<file path="config.mk">
export PLATFORM = sky130hd
export DESIGN_NAME = chrt_ram
export DESIGN_NICKNAME = d
export VERILOG_FILES = /design/src/rtl/core/chrt_ram.sv
export SDC_FILE = /design/constraint.sdc
export NUM_CORES = 1
export LEC_CHECK = 0
export BUFFER_PORTS_ARGS = -buffer_cell sky130_fd_sc_hd__buf_2
export CAP_MARGIN = 0
export CORE_MARGIN = 2
export CORE_UTILIZATION = 40
export DETAILED_ROUTE_END_ITERATION = 16
export SLEW_MARGIN = 0
export SYNTH_ARGS = -nofsm -noshare
export SYNTH_HDL_FRONTEND = slang
export SYNTH_SLANG_ARGS = --single-unit
</file>
<file path="constraint.sdc">
create_clock -name clk -period 5.5 [get_ports clk]
set_input_delay 1.375 -clock clk [delete_from_list [all_inputs] [get_ports clk]]
set_output_delay 1.375 -clock clk [all_outputs]
set_load 0.01 [all_outputs]
</file>
<file path="src/rtl/core/chrt_ram.sv">
module chrt_ram #(
	parameter int unsigned WIDTH = 8,
	parameter int unsigned DEPTH = 64,
	localparam int unsigned AW = (DEPTH > 1) ? $clog2(DEPTH) : 1
) (
	input  logic             clk,
	input  logic             we,
	input  logic [AW-1:0]    waddr,
	input  logic [WIDTH-1:0] wdata,
	input  logic [AW-1:0]    raddr,
	output logic [WIDTH-1:0] rdata
);

	logic [WIDTH-1:0] mem [DEPTH];

	always_ff @(posedge clk) begin
		if (we) begin
			mem[waddr] <= wdata;
		end
		rdata <= mem[raddr];
	end

endmodule
</file>
==> out/results.ini, run 1 <==
[place]
hpwl_mm=26.92
port_buffers=29
gp_congestion=0.7736
place_area_um2=21040

[timing]
max_slew_margin_pct=16.92
clock_skew_ns=0.008735
finalSetupViolations=0
worst_slew_pin_slew_ns=1.246
finalCritPeriodShare_pct=58.70
rsz0062_at_grt=no
timing.final.crit_period_ns=3.228
fmax_mhz=309.8
hold_violations=0
drv_slew=0
fin_tns_setup_ns=0

[global_route]
gr-total-overflow=0
grt_pass1_wl_mm=67.65
grt_max_degree=65
grt_pass1_vias=9758
antenna_found_initial=2
grt_util_all_layers_pct=17.85

[power_and_ir_drop]
power_frac_seq_pct=54.1
power.switching_mw=1.688
power_frac_comb_pct=4.9
total_power_mw=8.140
clock_power_share_pct=41.0
leakage_nw=6.978
p_per_area_nw_per_um2=359.6
ir_drop_v=0.0002069
p_sw_share_pct=20.73
internal-power_mw=6.452

[yosys]
synth_compound_area_share_pct=2.072
ys_warn_count=0
ys_ff_latch=520
synth_fp_nets=962
synth.area.mux_share_pct=15.94
netlist_top_cells_count=edfxtp_1, mux4_2, nor2_1
synth_top_area_cell=edfxtp_1
synth_cells=940
synth_top_family_by_area=multiplexers
synth_xor_area_share_pct=0
async_flop_share_pct=0
synth_flop_cell=edfxtp_1
syn_area_um2=20170
synth-simple-area-share_pct=3.388
synth-edff-count=512
yosysMostFrequentCell=edfxtp_1
synth_cell_types=40
netlist_top_cells_area=edfxtp_1, mux4_2, nor2_1, mux2i_1, dfxtp_1
synth_area_per_cell_um2=21.45
synth_fa_ha_area_share_pct=0
synth_sequential_area_ratio_pct=77.03
synth_top_area_share_pct=76.24

[clocking]
cts_tree=done
clk_latency_ns=0.59
post_cts_buffers=0
cts_hold_buf=0
clkTransAtPathRegs_ns=0.06
cts-root-buf=clkbuf_16
cts-buffers-inserted=51
cts_resized=0
max-clock-path-buffers=3
cts_htree_levels=2
cts_sinks=520

[critical_path]
critPathSlowestCell=mux4_2
cp.required_ns=5.94
r2r_cells=5
crit_type=input pin to flip-flop
rrSetupSlack_ns=3.26
end_kind=flip-flop
worst_path_largest_cell_delay_ns=0.56
critical_path_arrival_ns=3.67
path_max_fanout=39
path_cells=clkbuf_8 -> mux4_2 -> mux2_2 -> o221a_2 -> nor3_1 -> o32ai_1
critPathLaunchType=input pin

[run_status]
outcome=complete, no violations

[floorplan]
initial_core_util_pct=40.36
die_y_um=228.5
die_area_um2=52230
rows=82
core_um2=49970
fp.dieW_um=228.5
num_io_pins=30

[final_layout]
final_core_util_pct=45.31
fillers=4140
finalInstanceArea_um2=22640
areaGrowthSynthToFinish_pct=12.26
drive_gt1_share_pct=25.56
final_nets=1011

[min_path]
min_path_type=flip-flop to flip-flop
hold_depth=4

[route]
avgRoutedWirePerCell_um=26.94
detail-route-antenna-nets=0
vias=9518
viasPerCell=5.592
drc=0
drt_wl_total_mm=45.85
drtPass1Iterations=5
drtIter0Drc=860

[run]
maxCapViolCount=0

power groups by stage:
stage	logic, mW	registers [mW]	clock network [mW]
after global placement	0.400	4.49	0
after floorplan	0.234	4.48	0
after CTS	0.407	4.40	3.40
after detailed placement	0.406	4.49	0
after global routing	0.430	4.40	3.53
final	0.400	4.40	3.34
routing by layer:
metal / up-vias / track usage [%] / wire length [µm] / part of all wire (%)
met5: - / 0 / 16 / 0.035
met4: 2 / 6.311 / 1406 / 3.1
met3: 84 / 3.318 / 2548 / 5.6
met2: 322 / 28.39 / 22250 / 49
met1: 5084 / 24.83 / 19630 / 43
li1: 4026 / - / - / -
sequential cells by signal, indices dropped and copies added, names as in the netlist:
register  cells
rdata         8
mem         512
cell type report:
cell class | instances | area [µm²] | share of cell area (%)
clock buffer | 68 | 1433 | 6.328
tap | 672 | 840.8 | 3.714
antenna | 1 | 2.502 | 0.01105
timing repair buffer | 47 | 344.1 | 1.520
multi-input combinational | 369 | 4315 | 19.06
clock inverter | 25 | 168.9 | 0.7461
sequential | 520 | 15530 | 68.62
final timing paths:
check	from	to
worst min register to register	mem[23][2]$_DFFE_PP_	rdata[2]$_DFF_P_
worst max-delay path	raddr[0]	rdata[6]$_DFF_P_
worst max register to register	mem[25][6]$_DFFE_PP_	rdata[6]$_DFF_P_
worst min-delay path	mem[23][2]$_DFFE_PP_	rdata[2]$_DFF_P_
placed cells by master, fill, tap and decap left out, types with 3 or more instances in the layout:
master / instances
buf_4: 16
mux2_2: 13
clkbuf_1: 10
buf_12: 4
mux4_2: 126
a22oi_1: 3
nor2b_1: 14
nand3b_1: 3
clkbuf_16: 53
nand2b_1: 7
nor3_1: 7
edfxtp_1: 512
o221ai_1: 8
a211oi_1: 4
a221oi_1: 6
clkinv_2: 14
nor2_1: 83
dfxtp_1: 8
clkbuf_8: 6
nand3_1: 13
o2111ai_1: 3
a21oi_1: 3
o22ai_1: 8
mux2i_1: 23
nand2_1: 19
clkinv_1: 8
buf_2: 26
o2bb2ai_1: 3
worst max-delay path, delay by kind of cell:
kind / cells / cell delay [ns]
and+or+nand+nor: 1 / 0.52
buffers and inverters: 1 / 0.40
AOI/OAI and AO/OA: 2 / 0.46
muxes: 2 / 0.85
cells by family after synthesis:
| family | count (synthesis) |
|---|---|
| AOI/OAI and AO/OA | 54 |
| buffers and inverters | 51 |
| DFF | 520 |
| muxes | 162 |
| and+or+nand+nor | 153 |
metrics by stage:
stage,std cells,worst slack (ns),hold slack (ns)
after global routing,1702,2.145,0.8674
after detailed placement,1608,1.601,0.8217
after floorplan,940,2.457,0.7183
after global placement,1608,1.564,0.7885
final,1702,2.272,0.8381
after CTS,1701,2.222,0.8269
Power figures use the tool's default switching activity.
==> run 2, diff against run 1 <==
==> constraint.sdc (replaced) <==
create_clock -name clk -period 3.15 [get_ports clk]
set_input_delay 0.7875 -clock clk [delete_from_list [all_inputs] [get_ports clk]]
set_output_delay 0.7875 -clock clk [all_outputs]
set_load 0.01 [all_outputs]
==> out/results.ini, run 2 (synthesized netlist as in run 1, its figures left out) <==
[global_route]
grt_max_degree=65  ; unchanged
antenna_found_initial=2  ; unchanged
grt_pass1_wl_mm=68.09  ; +0.65%
grt_util_all_layers_pct=17.75  ; -0.094 points
grt_pass1_vias=10031  ; +2.8%
gr-total-overflow=0  ; unchanged

[place]
port_buffers=29  ; unchanged
gp_congestion=0.7753  ; +0.22%
hpwl_mm=28.90  ; +7.3%
place_area_um2=21810  ; +3.7%

[clocking]
post_cts_buffers=0  ; unchanged
cts_tree=done
cts_sinks=520  ; unchanged
cts_hold_buf=0  ; unchanged
max-clock-path-buffers=3  ; unchanged
cts_htree_levels=2  ; unchanged
clk_latency_ns=0.59  ; about the same
clkTransAtPathRegs_ns=0.06  ; about the same
cts_resized=0  ; unchanged
cts-buffers-inserted=50  ; -2.0%
cts-root-buf=clkbuf_16

[run_status]
outcome=complete, no violations

[floorplan]
core_um2=49970  ; unchanged
die_area_um2=52230  ; unchanged
fp.dieW_um=228.5  ; unchanged
die_y_um=228.5  ; unchanged
rows=82  ; unchanged
num_io_pins=30  ; unchanged
initial_core_util_pct=40.36  ; unchanged

[final_layout]
final_nets=1108  ; +9.6%
final_common_cell=edfxtp_1
largest_reg_flops=512  ; unchanged
finalInstanceArea_um2=23500  ; +3.8%
regMostFlops=mem
largest_registers=mem x512, rdata x8
drive_gt1_share_pct=32.15  ; +6.6 points
final_cell_mix=edfxtp_1, mux4_2, buf_4
areaGrowthSynthToFinish_pct=16.52

[critical_path]
worst_path_largest_cell_delay_ns=0.55  ; about the same
cpMostUsedCell=mux4_2
path_max_fanout=31  ; -21%
crit_type=input pin to flip-flop
cp.required_ns=3.60  ; -2.34 ns
path_cells=clkbuf_8 -> buf_12 -> mux4_2 -> mux4_2 -> o21ai_0 -> nand2_1
critPathSlowestCell=mux4_2
critPathLaunchType=input pin
critPathTopFamily=multiplexers
path_buf_inv=2  ; +1
critical_path_arrival_ns=2.90  ; -0.77 ns
end_kind=flip-flop

[timing]
clock_skew_ns=0.01687  ; +0.008130 ns
timing.final.crit_period_ns=2.454
finalCritPeriodShare_pct=77.89
worst_slew_pin_slew_ns=1.052  ; -0.1946 ns
finalSetupViolations=0  ; unchanged
drv_slew=0  ; unchanged
fin_tns_setup_ns=0  ; unchanged
hold_violations=0  ; unchanged
rsz0062_at_grt=no
fmax_mhz=407.6
max_slew_margin_pct=29.90  ; +13 points

[route]
highest_layer=met5
drt_wl_total_mm=45.93  ; +0.17%
routed-wl-met3_mm=2.217  ; -13%
drc=0  ; unchanged
detail-route-antenna-nets=0  ; unchanged
drtPass1Iterations=5  ; unchanged
vias=9831  ; +3.3%
viasPerCell=5.465  ; -2.3%
wl_met1_mm=20.02  ; +2.0%
avgRoutedWirePerCell_um=25.53  ; -5.2%
wl_met2_mm=22.37  ; +0.53%
drtIter0Drc=922  ; +7.2%

[power_and_ir_drop]
ir_drop_v=0.0004065  ; +96%
leakage_nw=7.542  ; +8.1%
p_per_area_nw_per_um2=620.6  ; +73%

[min_path]
min_path_type=input pin to flip-flop

[run]
maxCapViolCount=0  ; unchanged

## run 2: worst paths after layout
path | from | endpoint | slack, ns | cells after the start
worst max-delay path | raddr[0] | rdata[7]$_DFF_P_ | 0.70 | 6
worst min-delay path | raddr[5] | rdata[2]$_DFF_P_ | 0.62 | 3
worst max register to register | mem[21][4]$_DFFE_PP_ | rdata[4]$_DFF_P_ | 1.00 | 5
worst min register to register | mem[26][6]$_DFFE_PP_ | rdata[6]$_DFF_P_ | 0.84 | 3
## run 2: layer usage
layer | vias to the layer above | GRT usage [%]
met1 | 5267 | 24.29
met4 | 2 | 6.127
met2 | 264 | 29.21
met3 | 77 | 2.720
met5 | - | 0
li1 | 4221 | -
## run 2: power by group
group          total [mW]  leakage, nW  internal, mW  switching (mW)
sequential           7.68         4.67          7.66          0.0282
combinational       0.739         2.03         0.297           0.442
clock                6.16        0.834          3.63            2.53
total                14.6         7.54          11.6            3.00
## run 2: area by class of cell
type	instances	area [µm²]
fill	4119	26470
sequential	520	15530
multi-input combinational	369	4315
clock buffer	60	1353
timing repair buffer	145	1117
tap	672	840.8
clock inverter	32	334.1
antenna	1	2.502
## run 2: worst min-delay path: cells and delay by family
kind	cells	cell delay [ns]
buf+inv	1	0.21
simple gates	1	0.10
compound gates	1	0.05
## run 2: through the flow
step                      hold WS (ns)  setup slack (ns)  cells  util (%)  power (mW)
after detailed placement        0.8299           0.07758   1706     43.65       8.585
final                           0.6177            0.6965   1799     47.03       14.58
after global routing            0.6521            0.6080   1799     47.03       14.99
after floorplan                 0.7183            0.6948    940         -       8.231
after CTS                       0.5813            0.6888   1798     47.02       14.71
after global placement          0.8021           0.06360   1706     43.65       8.572
==> run 3, diff against run 2 <==
==> constraint.sdc (replaced) <==
create_clock -name clk -period 2.6 [get_ports clk]
set_input_delay 0.65 -clock clk [delete_from_list [all_inputs] [get_ports clk]]
set_output_delay 0.65 -clock clk [all_outputs]
set_load 0.01 [all_outputs]
==> out/results.ini, run 3 (synthesized netlist as in run 1, its figures left out) <==
[timing]
drv_slew=0  ; unchanged
max_slew_margin_pct=43.31  ; +13 points
holdWs_ns=0.5195  ; -0.09823 ns
fmax_mhz=420.3
clock_skew_ns=0.02029  ; +0.003420 ns
finalSetupViolations=0  ; unchanged
fin_ws_ns=0.2206  ; -0.4758 ns
worst_slew_pin_slew_ns=0.8289  ; -0.2226 ns
finalCritPeriodShare_pct=91.51
hold_violations=0  ; unchanged
timing.final.crit_period_ns=2.379
rsz0062_at_grt=no

[floorplan]
core_um2=49970  ; unchanged
rows=82  ; unchanged
die_area_um2=52230  ; unchanged
num_io_pins=30  ; unchanged
die_y_um=228.5  ; unchanged
fp.dieW_um=228.5  ; unchanged
initial_core_util_pct=40.36  ; unchanged

[critical_path]
end_kind=flip-flop
path_buf_inv=4  ; +2
critPathTopFamily=buffers and inverters
r2r_end=rdata[3]$_DFF_P_
critPathSlowestCell=a2111oi_0
rrSetupSlack_ns=0.46  ; -0.54 ns
r2r-start=mem[0][3]$_DFFE_PP_
worst_path_largest_cell_delay_ns=0.78  ; +0.23 ns
critPathLaunchType=input pin
r2r_cells=5  ; unchanged
crit_type=input pin to flip-flop
cpMostUsedCell=buf_4
path_cells=clkbuf_8 -> buf_12 -> buf_4 -> mux4_2 -> a2111oi_0 -> buf_4 -> o41ai_1
cp.required_ns=3.06  ; -0.54 ns
critical_path_arrival_ns=2.84  ; -0.06 ns
path_max_fanout=20  ; -35%

[place]
port_buffers=29  ; unchanged
dp.cells=1744  ; +2.2%
place_ws_ns=-0.4046  ; -0.4821 ns
hpwl_mm=30.05  ; +4.0%
gp_congestion=0.7979  ; +2.9%

[min_path]
worstHoldEndpoint=rdata[1]$_DFF_P_
min_path_type=input pin to flip-flop
hp-start=raddr[5]
hold_depth=3  ; unchanged

[clocking]
max-clock-path-buffers=3  ; unchanged
post_cts_buffers=0  ; unchanged
clkTransAtPathRegs_ns=0.06  ; about the same
cts_hold_buf=0  ; unchanged
clk_latency_ns=0.59  ; about the same
cts_sinks=520  ; unchanged
cts-root-buf=clkbuf_16
cts_htree_levels=2  ; unchanged
cts_tree=done
cts_resized=0  ; unchanged
cts-buffers-inserted=52  ; +4.0%

[global_route]
gr-total-overflow=0  ; unchanged
grt_util_all_layers_pct=17.85  ; +0.092 points
antenna_found_initial=2  ; unchanged
grt_pass1_vias=10285  ; +2.5%
busiest_layer=met2
grt_pass1_wl_mm=68.45  ; +0.54%
use_met1_pct=24.99  ; +0.71 points
grt_max_degree=65  ; unchanged
globalRouteMet2Util_pct=28.92  ; -0.28 points
gr-usage-met3_pct=2.557  ; -0.16 points

[run_status]
outcome=complete, no violations

[final_layout]
largest_registers=mem x512, rdata x8
register_area_um2=15530  ; unchanged
largest_reg_flops=512  ; unchanged
final_common_cell=edfxtp_1
finalNonFillerCells=1841  ; +2.3%
regMostFlops=mem
multiInputGateArea_um2=4315  ; unchanged
areaGrowthSynthToFinish_pct=18.57
final_nets=1148  ; +3.6%
fillers=4088  ; -0.75%
drive_gt1_share_pct=35.05  ; +2.9 points
final_cell_mix=edfxtp_1, buf_4, mux4_2
final_core_util_pct=47.86  ; +0.83 points

[power_and_ir_drop]
total_power_mw=17.84  ; +22%
p_per_area_nw_per_um2=745.9  ; +20%
leakage_nw=7.782  ; +3.2%
ir_drop_v=0.0004585  ; +13%

[route]
avgRoutedWirePerCell_um=24.94  ; -2.3%
drtIter0Drc=881  ; -4.4%
drtPass1Iterations=5  ; unchanged
detail-route-antenna-nets=0  ; unchanged
drt_wl_total_mm=45.91  ; about the same
vias=10001  ; +1.7%
drc=0  ; unchanged
viasPerCell=5.432  ; -0.59%

[run]
maxCapViolCount=0  ; unchanged

==> run 3: cell type report <==
type / instances / area share [%]
repair buffers: 183 / 6.180
clock buffers: 62 / 5.813
diodes: 2 / 0.02093
clock inverters: 33 / 1.455
multi-input cells: 369 / 18.05
well taps: 672 / 3.516
flip-flops and latches: 520 / 64.97
==> run 3: worst max path at each step <==
stage	from	endpoint	slack, ns	cells past startpoint
floorplan	raddr[1]	rdata[3]$_DFF_P_	0.28	7
global placement	raddr[0]	rdata[5]$_DFF_P_	-0.40	7
CTS	raddr[0]	rdata[3]$_DFF_P_	0.23	7
detailed placement	raddr[0]	rdata[3]$_DFF_P_	-0.40	7
finish	raddr[0]	rdata[3]$_DFF_P_	0.22	7
global route	raddr[0]	rdata[3]$_DFF_P_	0.12	7
==> run 3: worst register-to-register path: stages, from the launching register on <==
cell       delay, ns
edfxtp_1        0.36
mux4_2          0.44
nor2b_1         0.18
a2111oi_0       0.75
buf_4           0.23
o41ai_1         0.06
==> run 3: through the flow <==
| stage | TNS, ns | cell area (µm²) |
|---|---|---|
| 2_1_floorplan | 0 | 20170 |
| 3_3_place_gp | -1.336 | 22170 |
| 3_5_place_dp | -1.366 | 22170 |
| 4_1_cts | 0 | 23910 |
| 5_1_grt | 0 | 23910 |
| 6_report | 0 | 23910 |
==> run 3: per-layer routing <==
metal / wire length, µm / vias up
met3: 2388 / 67
met4: 1326 / 2
li1: - / 4309
met2: 22500 / 264
met1: 19680 / 5359
met5: 11 / -
==> run 3: power by group <==
group | leakage [nW] | internal, mW | switching [mW]
Combinational | 2.24 | 0.404 | 0.548
Sequential | 4.67 | 9.28 | 0.0366
Clock | 0.867 | 4.50 | 3.07
